**src/rtl/raymarch_pixel_color_unit_macros.svh**
```systemverilog
// ----------------------------------------------------------------------------
// Assertion macros for the ray-marched pixel color unit
// Short forms for same-cycle and next-cycle implications under reset.
// ----------------------------------------------------------------------------
`ifndef RAYMARCH_PIXEL_COLOR_UNIT_MACROS_SVH
`define RAYMARCH_PIXEL_COLOR_UNIT_MACROS_SVH

// The consequent must hold in the same cycle as the antecedent.
`define RPC_ASSERT_NOW(label, clk, rst, ante, cons) \
   label: assert property (@(posedge clk) disable iff (rst) (ante) |-> (cons)) \
      else $error("same-cycle check failed");

// The consequent must hold in the cycle after the antecedent.
`define RPC_ASSERT_NEXT(label, clk, rst, ante, cons) \
   label: assert property (@(posedge clk) disable iff (rst) (ante) |=> (cons)) \
      else $error("next-cycle check failed");

`endif

```
**src/rtl/rpc_pkg.sv**
```systemverilog
// ----------------------------------------------------------------------------
// rpc_pkg
// Types, constants and the palette table of the ray-marched pixel color unit.
// ----------------------------------------------------------------------------
package rpc_pkg;

   localparam int DEPTH_W = 9;
   localparam int XS_W    = 9;
   localparam int YS_W    = 8;
   localparam int OPND_W  = 8;
   localparam int PROD_W  = OPND_W + DEPTH_W;

   localparam logic [4:0] STAR_INDEX = 5'd11;

   typedef struct packed {
      logic [5:0] column;
      logic [5:0] row;
      logic [7:0] frame_count;
   } req_type;

   typedef struct packed {
      logic [3:0] screen_color;
      logic [4:0] palette_index;
      logic       is_sky;
   } rsp_type;

   typedef enum logic [1:0] {
      ST_IDLE,
      ST_MUL_Y,
      ST_MUL_X,
      ST_TEST
   } state_type;

   typedef enum logic {
      MUL_SEL_Y,
      MUL_SEL_X
   } mul_sel_type;

   typedef struct packed {
      mul_sel_type       sel;
      logic [YS_W-1:0]   ys;
      logic [OPND_W-1:0] col_dist;
      logic [DEPTH_W-1:0] depth;
   } mul_req_type;

   localparam logic [3:0] REMAP_TABLE [32] = '{
      4'd0,  4'd5,  4'd0,  4'd5,  4'd5,  4'd5,  4'd10, 4'd10,
      4'd5,  4'd5,  4'd10, 4'd10, 4'd7,  4'd7,  4'd15, 4'd15,
      4'd1,  4'd2,  4'd1,  4'd2,  4'd3,  4'd9,  4'd3,  4'd9,
      4'd13, 4'd12, 4'd13, 4'd12, 4'd4,  4'd4,  4'd4,  4'd4
   };

endpackage

```
**src/rtl/rpc_mult.sv**
```systemverilog
// ----------------------------------------------------------------------------
// rpc_mult
// Shared multiplier: scales either the row term or the column distance by
// the current depth, with a registered product.
// ----------------------------------------------------------------------------
module rpc_mult (
   input  logic                          clock,
   input  rpc_pkg::mul_req_type          mul_req,
   output logic [rpc_pkg::PROD_W-1:0]    product
);

   logic [rpc_pkg::OPND_W-1:0] opnd_a;
   logic [rpc_pkg::PROD_W-1:0] product_in;
   logic [rpc_pkg::PROD_W-1:0] product_ff;

   always_comb begin
      case (mul_req.sel)
         rpc_pkg::MUL_SEL_Y: opnd_a = mul_req.ys;
         rpc_pkg::MUL_SEL_X: opnd_a = mul_req.col_dist;
         default:            opnd_a = mul_req.ys;
      endcase
      product_in = rpc_pkg::PROD_W'(opnd_a) * rpc_pkg::PROD_W'(mul_req.depth);
   end

   always_ff @(posedge clock) begin
      product_ff <= product_in;
   end

   assign product = product_ff;

endmodule

```
**src/rtl/raymarch_pixel_color_unit.sv**
```systemverilog
// ----------------------------------------------------------------------------
// raymarch_pixel_color_unit
// Marches one ray per pixel request and returns its palette and screen color.
// ----------------------------------------------------------------------------
// A pixel request beat is taken when start is high and busy is low; busy then
// stays high until the result is ready. The result shows on rsp_data for one
// cycle with rsp_strobe high and cannot be held off, so the receiver must
// take it in that cycle. Each depth step of the march runs on the single
// shared multiplier as row term, then column distance, then the hit test.
// A hit ends the march in the test state and a sky exit in the column
// distance state; the strobe follows in the next cycle, in which busy
// is already low and a new request can be taken. The march tries at most
// 6*column - START_DEPTH + 2 depth values, so a pixel's march is longest at
// column 39 on the 40-column screen and at column 44 over the whole field,
// and is shortest when the ray leaves at once.
// ----------------------------------------------------------------------------
`include "raymarch_pixel_color_unit_macros.svh"

module raymarch_pixel_color_unit #(
   parameter int START_DEPTH = 14
) (
   input  logic             clock,
   input  logic             reset,
   input  logic             start,
   output logic             busy,
   input  rpc_pkg::req_type req_data,
   output logic             rsp_strobe,
   output rpc_pkg::rsp_type rsp_data
);

   // Sequencer state and the per-pixel working registers.
   rpc_pkg::state_type                state_ff, state_in;
   logic [rpc_pkg::XS_W-1:0]          xs_ff, xs_in;
   logic [rpc_pkg::YS_W-1:0]          ys_ff, ys_in;
   logic [7:0]                        frame_ff, frame_in;
   logic [rpc_pkg::DEPTH_W-1:0]       depth_ff, depth_in;
   logic [rpc_pkg::PROD_W-1:0]        yp_ff, yp_in;
   logic                              rsp_strobe_ff, rsp_strobe_in;
   rpc_pkg::rsp_type                  rsp_data_ff, rsp_data_in;

   rpc_pkg::mul_req_type              mul_req;
   logic [rpc_pkg::PROD_W-1:0]        product;

   // Combinational helpers for the step tests.
   logic [rpc_pkg::XS_W-1:0]          col_dist;
   logic [7:0]                        star_sum;
   logic [rpc_pkg::PROD_W-1:0]        geom_or;
   logic [7:0]                        depth_frame;
   logic [7:0]                        geom_c;
   logic [4:0]                        index;

   rpc_mult u_mult (
      .clock   (clock),
      .mul_req (mul_req),
      .product (product)
   );

   always_comb begin
      state_in      = state_ff;
      xs_in         = xs_ff;
      ys_in         = ys_ff;
      frame_in      = frame_ff;
      depth_in      = depth_ff;
      yp_in         = yp_ff;
      rsp_strobe_in = 1'b0;
      rsp_data_in   = rsp_data_ff;

      // The column distance 6*column - depth, kept to nine bits; its top bit
      // says the ray has passed the curve and gone into the sky.
      col_dist    = xs_ff - depth_ff;
      // In the distance cycle the multiplier output holds the row term.
      star_sum    = xs_ff[7:0] + product[7:0];
      // In the test cycle the multiplier output holds the distance term.
      geom_or     = product | yp_ff;
      depth_frame = depth_ff[7:0] + frame_ff;
      geom_c      = geom_or[15:8] & depth_frame;
      index       = 5'd0;

      mul_req.sel      = rpc_pkg::MUL_SEL_Y;
      mul_req.ys       = ys_ff;
      mul_req.col_dist = col_dist[7:0];
      mul_req.depth    = depth_ff;

      case (state_ff)
         rpc_pkg::ST_IDLE: begin
            if (start) begin
               xs_in    = rpc_pkg::XS_W'({1'b0, req_data.column, 2'b00})
                        + rpc_pkg::XS_W'({2'b00, req_data.column, 1'b0});
               ys_in    = {req_data.row, 2'b00};
               frame_in = req_data.frame_count;
               depth_in = rpc_pkg::DEPTH_W'(START_DEPTH);
               state_in = rpc_pkg::ST_MUL_Y;
            end
         end
         rpc_pkg::ST_MUL_Y: begin
            // Row term 4*row*depth goes into the multiplier.
            mul_req.sel = rpc_pkg::MUL_SEL_Y;
            state_in    = rpc_pkg::ST_MUL_X;
         end
         rpc_pkg::ST_MUL_X: begin
            yp_in = product;
            if (col_dist[8]) begin
               // Sky: a star where the low byte of the sum is zero, else a
               // gradient taken from the row.
               if (star_sum == 8'd0) begin
                  index = rpc_pkg::STAR_INDEX;
               end else begin
                  index = {1'b1, ys_ff[7:4]};
               end
               rsp_data_in.palette_index = index;
               rsp_data_in.screen_color  = rpc_pkg::REMAP_TABLE[index];
               rsp_data_in.is_sky        = 1'b1;
               rsp_strobe_in             = 1'b1;
               state_in                  = rpc_pkg::ST_IDLE;
            end else begin
               mul_req.sel = rpc_pkg::MUL_SEL_X;
               state_in    = rpc_pkg::ST_TEST;
            end
         end
         rpc_pkg::ST_TEST: begin
            depth_in = depth_ff + rpc_pkg::DEPTH_W'(1);
            if (geom_c[4]) begin
               // Hit: the index is c - 16, and with bit 4 set that leaves
               // only the low four bits.
               index                     = 5'(geom_c - 8'd16);
               rsp_data_in.palette_index = index;
               rsp_data_in.screen_color  = rpc_pkg::REMAP_TABLE[index];
               rsp_data_in.is_sky        = 1'b0;
               rsp_strobe_in             = 1'b1;
               state_in                  = rpc_pkg::ST_IDLE;
            end else begin
               state_in = rpc_pkg::ST_MUL_Y;
            end
         end
         default: begin
            state_in = rpc_pkg::ST_IDLE;
         end
      endcase
   end

   // Control state is reset; the working values are loaded on each request.
   always_ff @(posedge clock) begin
      if (reset) begin
         state_ff      <= rpc_pkg::ST_IDLE;
         rsp_strobe_ff <= 1'b0;
      end else begin
         state_ff      <= state_in;
         rsp_strobe_ff <= rsp_strobe_in;
      end
   end

   always_ff @(posedge clock) begin
      xs_ff       <= xs_in;
      ys_ff       <= ys_in;
      frame_ff    <= frame_in;
      depth_ff    <= depth_in;
      yp_ff       <= yp_in;
      rsp_data_ff <= rsp_data_in;
   end

   assign busy       = (state_ff != rpc_pkg::ST_IDLE);
   assign rsp_strobe = rsp_strobe_ff;
   assign rsp_data   = rsp_data_ff;

   // An accepted request always starts a march.
   `RPC_ASSERT_NEXT(a_accept_busy, clock, reset, start && !busy, busy)
   // A result only appears once the march is over and came from a busy cycle.
   `RPC_ASSERT_NOW(a_strobe_idle, clock, reset, rsp_strobe, !busy && $past(busy))
   // A hit leaves an index below sixteen.
   `RPC_ASSERT_NOW(a_hit_index, clock, reset, rsp_strobe && !rsp_data.is_sky,
      rsp_data.palette_index[4] == 1'b0)
   // A sky pixel is either a star or in the upper half of the palette.
   `RPC_ASSERT_NOW(a_sky_index, clock, reset, rsp_strobe && rsp_data.is_sky,
      (rsp_data.palette_index == rpc_pkg::STAR_INDEX) || rsp_data.palette_index[4])

endmodule
```
**config.mk**
```make
export PLATFORM = sky130hd
export DESIGN_NAME = raymarch_pixel_color_unit
export DESIGN_NICKNAME = d
export VERILOG_FILES = /design/src/rtl/rpc_pkg.sv /design/src/rtl/rpc_mult.sv /design/src/rtl/raymarch_pixel_color_unit.sv
export VERILOG_INCLUDE_DIRS = /design/src /design/src/rtl
export SDC_FILE = /design/constraint.sdc
export NUM_CORES = 1
export LEC_CHECK = 0
export ABC_CLOCK_PERIOD_IN_PS = 10770
export BUFFER_PORTS_ARGS = -buffer_cell sky130_fd_sc_hd__buf_2
export CAP_MARGIN = 20
export CELL_PAD_IN_SITES_DETAIL_PLACEMENT = 1
export CELL_PAD_IN_SITES_GLOBAL_PLACEMENT = 2
export CORE_UTILIZATION = 45
export CTS_BUF_LIST = sky130_fd_sc_hd__clkbuf_8
export DETAILED_ROUTE_END_ITERATION = 6
export GPL_TIMING_DRIVEN = 0
export HOLD_SLACK_MARGIN = 0.06
export MAX_ROUTING_LAYER = met4
export PLACE_DENSITY = 0.91
export REMOVE_ABC_BUFFERS = 1
export SYNTH_ARGS = -nofsm -noshare
export SYNTH_HDL_FRONTEND = slang
export SYNTH_HIERARCHICAL = 1
export SYNTH_SLANG_ARGS = --single-unit
```
**constraint.sdc**
```tcl
create_clock -name clock -period 10.77 [get_ports clock]
set_input_delay 0 -clock clock [delete_from_list [all_inputs] [get_ports clock]]
set_output_delay 0 -clock clock [all_outputs]
set_load 0.005 [all_outputs]
```
Word level (Yosys, flattened, before mapping)
Memory sizes are Yosys's and may differ from the RTL's.
Cells that the tools add are included.
Widths: inputs -> output; s select.
{ "classes": {"n_reduce_logical": 8, "addsub": 6, "n_eq_ne": 6, "n_bitwise": 5, "magnitude_cmp": 2, "n_mux": 22, "n_mul": 1} }
{ "ops": {"columns": ["operator", "count"], "rows": [
  ["$mux 10", 2],
  ["$pmux 10 s2", 1],
  ["$pmux 9 s2", 1],
  ["$mux 4", 4],
  ["$pmux 8 s2", 1],
  ["$mux 5", 3],
  ["$mul 8x9->13", 1],
  ["$or 13x13->13", 1],
  ["$ge 6x6->1 const B", 2],
  ["$not 5->6", 2],
  ["$add 8x7->9", 1],
  ["$add 9x1->9 const B", 1],
  ["$mux 9", 1],
  ["$sub 9x9->9", 1],
  ["$add 8x8->8", 1],
  ["$logic_not 8->1", 1],
  ["$pmux 2 s4", 1],
  ["$ne 2x2->1 const B", 3],
  ["$reduce_bool 2->1", 3],
  ["$add 5x5->5", 1],
  ["$and 5x5->5", 1],
  ["$mux 1", 5],
  ["$sub 5x5->5 const B", 1],
  ["$eq 2x2->1 const B", 2],
  ["7 further kinds", 9]
]} }
{ "word_totals": {"reg_bits": 68, "mem_bits_ro": 256, "out_inout_bits": 12, "n_memories": 2, "inputBits": 23, "word_cells": 63} }
{ "memory_table": {"columns": ["name", "words", "word_bits", "rd", "rd_ports_with_merged_regs", "wr", "line_no", "rtl"], "rows": [
  ["(no name shown)", 32, 4, 1, 0, 0, "raymarch_pixel_color_unit.sv:127", "rsp_data_in.screen_color = rpc_pkg::REMAP_TABLE[index];"],
  ["(no name shown)", 32, 4, 1, 0, 0, "raymarch_pixel_color_unit.sv:111", "rsp_data_in.screen_color = rpc_pkg::REMAP_TABLE[index];"]
]} }

Longest topological paths before layout
Gate-level depths: netlist (run 1).
{ "depth": {"ltp_word": 11, "mapped_depth": 26, "ltp_nobuf": 24} }

Modules after synthesis
The synthesis (run 1) kept the hierarchy.
{ "modules_own_cells": {"columns": ["mod", "instances", "seq_area_each_um2", "area_per_inst_um2", "cells_each"], "rows": [
  ["rpc_mult", 1, 340.3, 2909.0, 314],
  ["raymarch_pixel_color_unit", 1, 1351.3, 2817.7, 255]
]} }

Worst setup path after synthesis (run 1)
Ideal clock, no wire load.
{ "synth_path": {"kind": "reg-to-reg", "from": "register depth_ff[1] (netlist name)", "to": "register u_mult.product_ff, in the netlist u_mult/product[10]", "path_buffers": 1, "arrival_time_ns": 6.197, "stages_incl_launch_ff": 24, "period_less_slack_ns": 6.258, "required_ns": 10.708, "setup_slack_ns": 4.512, "setup_ns": 0.062, "path_cell_list": "edfxtp_1 fa_1 nand2b_1 a21boi_0 o21ai_0 a21oi_1 xor2_1 nor2_1 buf_2 mux2i_1 nand2b_1 fa_1 fa_1 inv_1 fa_1 inv_1 fa_1 inv_1 ha_1 a21oi_2 and2_1 a21boi_1 or4_1 nand3_1"} }
{ "synth_lines": {"columns": ["item", "line_no", "rtl"], "rows": [
  ["start: declaration", "raymarch_pixel_color_unit.sv:36", "logic [rpc_pkg::DEPTH_W-1:0] depth_ff, depth_in;"],
  ["start signal: assignment", "raymarch_pixel_color_unit.sv:156", "depth_ff <= depth_in;"],
  ["end signal: assignment", "rpc_mult.sv:26", "product_ff <= product_in;"],
  ["end: declaration", "rpc_mult.sv:14", "logic [rpc_pkg::PROD_W-1:0] product_ff;"]
]} }

==> metrics.md, run 1 <==
| Metric | Value |
|---|---|
| Status | `completed` |
| Initial Utilization | `0.470` |
| Final setup viols | `0` |
| Worst reg2reg startpoint | `depth_ff[1]` |
| Max-cap violations | `0` |
| Die Area | `12000 µm²` |
| Fill cell count | `roughly 1200` |
| Pwr/cell area | `290 nW/µm²` |
| Drt via density | `5.21` |
| Worst IR Drop VDD | `approximately 0.00019 V` |
| Final net count | `680` |
| Global placer's final weighted congestion | `a little under 0.8` |
| Crit end category | `register` |
| Global-route usage over all layers | `0.233` |
| Unrepaired setup endpoints after global routing | `false` |
| Die H | `109 µm` |
| Setup CP Type | `register to register` |
| Reg2Reg Setup Slack | `3.06 ns` |
| HPWL after DPL | `9480 µm` |
| Antenna Cells | `0` |
| Routed WL | `about 12000 µm` |
| Max-slew violations | `0` |
| Gate count of the mapped netlist | `506` |
| Total CTS buffers | `9` |
| Initial DRC count | `157` |
| Die W | `109 µm` |
| Drt wl/cell | `around 17 µm` |
| Arr. time, crit path | `~8.0 ns` |
| Slew headroom | `0.352` |
| Commonest non-fill, non-tap cell in the layout | `inv_1` |
| Num Clock Sinks | `59` |
| Cell Rows | `38` |
| Beginning of the critical path | `depth_ff[1]` |
| Commonest cells after routing, fill and taps aside | `inv_1 (90), nor2b_1 (60), ha_1 (53)` |
| Final Hold Vio Count | `0` |
| Final Cycle Share | `0.716` |
| Top-level I/O count | `35` |
| Worst Tran Pin Value | `0.971 ns` |
| Hold slack | `0.144 ns` |
| Share of post-route cells with drive strength above 1 | `0.0973` |
| H-tree levels | `3` |
| Vias after detailed routing | `between 3000 and 4000` |
| Antenna-violating nets left | `0` |
| Clock slew at reported path FFs | `0.07 ns` |
| Hold path startpoint | `req_data[17]` |
| Clock root buffer | `clkbuf_8` |
| CP startpoint kind | `register` |
| Largest net degree at the start of global routing | `20` |
| Post-cts resize count | `0` |
| Congestion Overflow GR | `0` |
| Drt pass-1 iters | `4` |
| Setup ws final | `3.06 ns` |
| Port buffer count | `31` |
| Setup TNS | `0 ns` |
| Cell area after synthesis | `5180 µm²` |
| CTS tree | `yes` |
| Crit Path Max Fanout | `16` |
| WP data required | `11.06 ns` |
| Synth warn | `6` |
| Hold Path Class | `input pin to register` |
| Synthesized area per cell | `10.2 µm²` |
| Fmax | `130 MHz` |
| Post-Place Setup Slack | `3.03 ns` |
| Clk_lat worst skew | `0.36 ns` |
| Final min period | `7.71 ns` |
| CTS Buffer Depth | `2` |
| Area growth syn-to-layout | `12.9%` |
| First-pass GRT wire length | `20100 µm` |
| Post-route DRC | `0` |
| Leak | `~2.6 nW` |
| Core area | `approximately 11000 µm²` |
| Vias in the first global route | `4080` |
| Antenna violations before repair | `0` |
| Clock skew | `0.00913 ns` |
## timing repair
action / 4_1_cts / 5_1_grt
setup buffers: 0 / 0
hold endpoints to repair: 17 / 0
hold buffers: 16 / 0
## sequential cells by signal (all words and copies together), names as in the netlist
| name | count |
|---|---|
| u_mult/product | 13 |
| rsp_data | 10 |
| depth_ff | 9 |
| xs_ff | 8 |
| ys_ff | 6 |
| frame_ff | 5 |
| yp_ff | 5 |
| state_ff | 2 |
| rsp_strobe | 1 |
## critical path: stages (launching register included)
cell and delay (ns):
edfxtp_1 0.69, fa_1 0.56, nand2b_1 0.16, a21boi_0 0.23
o21ai_0 0.16, a21oi_1 0.33, xor2_1 0.16, nor2_1 0.70
mux2i_1 0.78, nand2b_1 0.22, fa_1 0.45, fa_1 0.50
inv_1 0.05, fa_1 0.53, inv_1 0.06, fa_1 0.55
inv_1 0.05, ha_1 0.37, a21oi_2 0.25, and2_1 0.21
a21boi_1 0.11, or4_1 0.41, nand3_1 0.10
## per-layer routing
layer  track usage  vias up  part of all wire  routed length [µm]
li1              -     1763                 -                   -
met1         0.264     1842              0.43                5140
met2         0.424       60              0.53                6460
met3        0.0451       10             0.033                 403
met4        0.0524        0            0.0075                  91
met5             -        -                 0                   0
## cell type report
class                   count  area [µm²]  share of cell area
multi-input cells         355        3210               0.549
flip-flops and latches     59        1610               0.275
clock inverters             7        85.1              0.0145
repair buffers             47         315              0.0539
clock buffers               9         124              0.0212
inverters                  88         330              0.0564
well taps                 140         175              0.0299
## where the power goes
group          internal [mW]  total, mW  switching (mW)
combinational          0.493       1.13           0.635
clock                  0.128      0.218          0.0903
sequential             0.315      0.350          0.0350
total                  0.936       1.70           0.760
## metrics by stage
step | total power, mW | cells | area (µm²) | utilization
final | 1.70 | 705 | 5850 | 0.531
after global routing | 1.88 | 705 | 5850 | 0.531
after detailed placement | 1.49 | 673 | 5480 | 0.497
after CTS | 1.73 | 705 | 5850 | 0.531
after floorplan | 1.21 | 502 | 5150 | -
after global placement | 1.43 | 673 | 5480 | 0.497
## worst paths after layout
| check | endpoint | cells after the start |
|---|---|---|
| setup reg to reg | u_mult/product[10] | 22 |
| hold / removal | xs_ff[4] | 3 |
| hold reg to reg | yp_ff[11] | 0 |
| setup / recovery | u_mult/product[10] | 22 |
No activity file was read; power rests on OpenSTA's default activity.
==> inputs of run 2 (changes only) <==
--- a/config.mk
+++ b/config.mk
@@ -6,18 +6,18 @@
 export SDC_FILE = /design/constraint.sdc
 export NUM_CORES = 1
 export LEC_CHECK = 0
-export ABC_CLOCK_PERIOD_IN_PS = 10770
+export ABC_CLOCK_PERIOD_IN_PS = 6900
 export BUFFER_PORTS_ARGS = -buffer_cell sky130_fd_sc_hd__buf_2
 export CAP_MARGIN = 20
 export CELL_PAD_IN_SITES_DETAIL_PLACEMENT = 1
 export CELL_PAD_IN_SITES_GLOBAL_PLACEMENT = 2
-export CORE_UTILIZATION = 45
+export CORE_UTILIZATION = 38
 export CTS_BUF_LIST = sky130_fd_sc_hd__clkbuf_8
 export DETAILED_ROUTE_END_ITERATION = 6
 export GPL_TIMING_DRIVEN = 0
 export HOLD_SLACK_MARGIN = 0.06
 export MAX_ROUTING_LAYER = met4
-export PLACE_DENSITY = 0.91
+export PLACE_DENSITY = 0.82
 export REMOVE_ABC_BUFFERS = 1
 export SYNTH_ARGS = -nofsm -noshare
 export SYNTH_HDL_FRONTEND = slang
==> constraint.sdc (replaced) <==
create_clock -name clock -period 6.9 [get_ports clock]
set_input_delay 0 -clock clock [delete_from_list [all_inputs] [get_ports clock]]
set_output_delay 0 -clock clock [all_outputs]
set_load 0.005 [all_outputs]
==> run 2 against run 1 <==
  * Core utilization down 7.1 points
  * Final area increased by 4.5%
  * Maximum frequency is 18% higher
  * Routed wire length is 1.1% higher
  * Critical path depth rose by 2
  * Cell count up 7.4%
  * First-iteration DRC count down 20%
  * Worst setup slack lost 2.7 ns
  * Clock power is 60% higher
  * Global-route usage shrank 3.9 points
==> metrics.md, run 2 (synthesis gave the netlist of run 1 again) <==
| Metric | Value |
|---|---|
| Status | `completed` |
| Clock slew at reported path FFs | `0.07 ns (about the same)` |
| Drt wl/cell | `16.2 µm (-5.8%)` |
| Port buffer count | `31 (unchanged)` |
| Initial Utilization | `0.390 (-0.0800)` |
| Total CTS buffers | `9 (unchanged)` |
| Top-level I/O count | `35 (unchanged)` |
| Max-slew violations | `0 (unchanged)` |
| Commonest non-fill, non-tap cell in the layout | `inv_1` |
| Num Clock Sinks | `59 (unchanged)` |
| Area growth syn-to-layout | `18.0%` |
| Max-cap violations | `0 (unchanged)` |
| Worst IR Drop VDD | `0.000172 V (-11%)` |
| Fill cell count | `1492 (+20%)` |
| Core area | `13300 µm² (+21%)` |
| Reg2Reg Setup Slack | `0.36 ns (-2.70 ns)` |
| Slew headroom | `0.360 (+0.00773)` |
| Final setup viols | `0 (unchanged)` |
| Total Power | `2.68 mW (+58%)` |
| Setup CP Type | `register to register` |
| Worst reg-to-reg path cell count | `24 (+9.1%)` |
| Final net count | `696 (+2.4%)` |
| Routed WL | `12200 µm (+1.1%)` |
| Antenna Cells | `0 (unchanged)` |
| Final Cycle Share | `0.948 (+0.232)` |
| First-pass GRT wire length | `20400 µm (+1.8%)` |
| Util after Layout | `0.460 (-0.0706)` |
| Hold path startpoint | `req_data[18]` |
| Arr. time, crit path | `6.84 ns (-1.16 ns)` |
| CTS Buffer Depth | `2 (unchanged)` |
| Congestion Overflow GR | `0 (unchanged)` |
| Die Area | `14100 µm² (+18%)` |
| Clock skew | `0.00930 ns (+0.000175 ns)` |
| CTS tree | `yes` |
| Reg2reg end | `u_mult/product[10]` |
| WHS Path Cells | `3 (unchanged)` |
| Crit end category | `register` |
| Hold Path Class | `input pin to register` |
| Vias after detailed routing | `3742 (+1.8%)` |
| HPWL after DPL | `9470 µm (about the same)` |
| H-tree levels | `3 (unchanged)` |
| Cell Rows | `42 (+11%)` |
| Unrepaired setup endpoints after global routing | `false` |
| Pwr/cell area | `439 nW/µm² (+51%)` |
| Die H | `119 µm (+8.7%)` |
| CP startpoint kind | `register` |
| Commonest cells after routing, fill and taps aside | `inv_1 (88), nor2b_1 (60), ha_1 (53)` |
| Max reg flops | `13 (unchanged)` |
| Share of post-route cells with drive strength above 1 | `0.139 (+0.0421)` |
| WHS Endpoint | `xs_ff[8]` |
| Fmax | `153 MHz (+18%)` |
| Crit Path Max Fanout | `7 (-9)` |
| Final min period | `6.54 ns (-1.17 ns)` |
| Worst Tran Pin Value | `0.959 ns (-0.0116 ns)` |
| Die W | `119 µm (+8.7%)` |
| Post-route DRC | `0 (unchanged)` |
| Leak | `2.70 nW (+3.2%)` |
| Antenna violations before repair | `0 (unchanged)` |
| Initial DRC count | `125 (-20%)` |
| Global-route usage over all layers | `0.194 (-0.0386)` |
| Global placer's final weighted congestion | `0.821 (+4.2%)` |
| Drt pass-1 iters | `4 (unchanged)` |
| Clk_lat worst skew | `0.35 ns (about the same)` |
| Clock root buffer | `clkbuf_8` |
| Drt via density | `4.94 (-5.2%)` |
| WP data required | `7.19 ns (-3.87 ns)` |
| Antenna-violating nets left | `0 (unchanged)` |
| Largest net degree at the start of global routing | `20 (unchanged)` |
| Vias in the first global route | `4148 (+1.7%)` |
| Worst reg2reg startpoint | `xs_ff[1]` |
| Final Hold Vio Count | `0 (unchanged)` |
run 2: cell count changes in the layout (fill, tap and decap cells not counted), sizes merged:
cell / change
buf: +16
inv: -2
clkinv: +1
clkinvlp: +1
run 2: worst max path at each step:
stage,startpoint,endpoint,slack (ns)
after floorplan,depth_ff[1],u_mult/product[10],0.45
after global placement,depth_ff[1],u_mult/product[10],-0.76
after detailed placement,depth_ff[1],u_mult/product[10],-0.97
after CTS,xs_ff[1],u_mult/product[10],0.03
after global routing,xs_ff[1],u_mult/product[10],0.002
final,xs_ff[1],u_mult/product[10],0.36
run 2: power breakdown:
part	internal (mW)	switching (mW)
clock network	0.202	0.146
logic	0.791	1.00
registers	0.491	0.0499
total	1.48	1.20
run 2: worst max-delay path, stage by stage (launching register included):
cell	delay [ns]
edfxtp_1	0.41
inv_1	0.08
fa_1	0.44
nand2b_1	0.18
a21boi_2	0.19
o21ai_1	0.13
a21oi_2	0.24
xor2_1	0.16
nor2_4	0.41
buf_4	0.21
mux2i_4	0.23
nand2b_1	0.16
fa_1	0.46
fa_1	0.50
inv_1	0.06
fa_1	0.53
inv_1	0.06
fa_1	0.54
inv_1	0.05
ha_1	0.37
a21oi_2	0.22
and2_1	0.21
a21boi_1	0.12
or4_1	0.41
nand3_1	0.09
run 2: cell type report:
type                    count  area [µm²]  area share
clock buffers               9         124      0.0203
clock inverters             7        92.6      0.0151
inverters                  88         330      0.0540
multi-input cells         355        3300       0.540
flip-flops and latches     59        1610       0.264
well taps                 176         220      0.0360
repair buffers             63         435      0.0712
run 2: stage by stage:
step                cells  TNS, ns  setup WS (ns)  area, µm²  hold slack [ns]
floorplan             502        0          0.446       5150           0.0694
global placement      709    -2.78         -0.763       5530            0.177
detailed placement    709    -4.08         -0.974       5530            0.179
CTS                   751        0         0.0257       6070            0.110
global route          757        0        0.00170       6110            0.125
finish                757        0          0.357       6110            0.110
run 2: repair_timing:
action | CTS | global route
resized for setup | 15 | 5
hold buffers | 16 | 0
endpoints found under the hold margin | 17 | 0
buffers inserted | 10 | 6
endpoints found under the setup margin | 7 | 4
pin swaps | 1 | 4
run 2: metal layers:
layer  GRT usage  wire length, µm  vias to the layer above
met5           -                0                        -
met4      0.0578              199                        0
met3      0.0391              347                       16
met2       0.340             6360                       61
met1       0.224             5330                     1866
li1            -                -                     1799
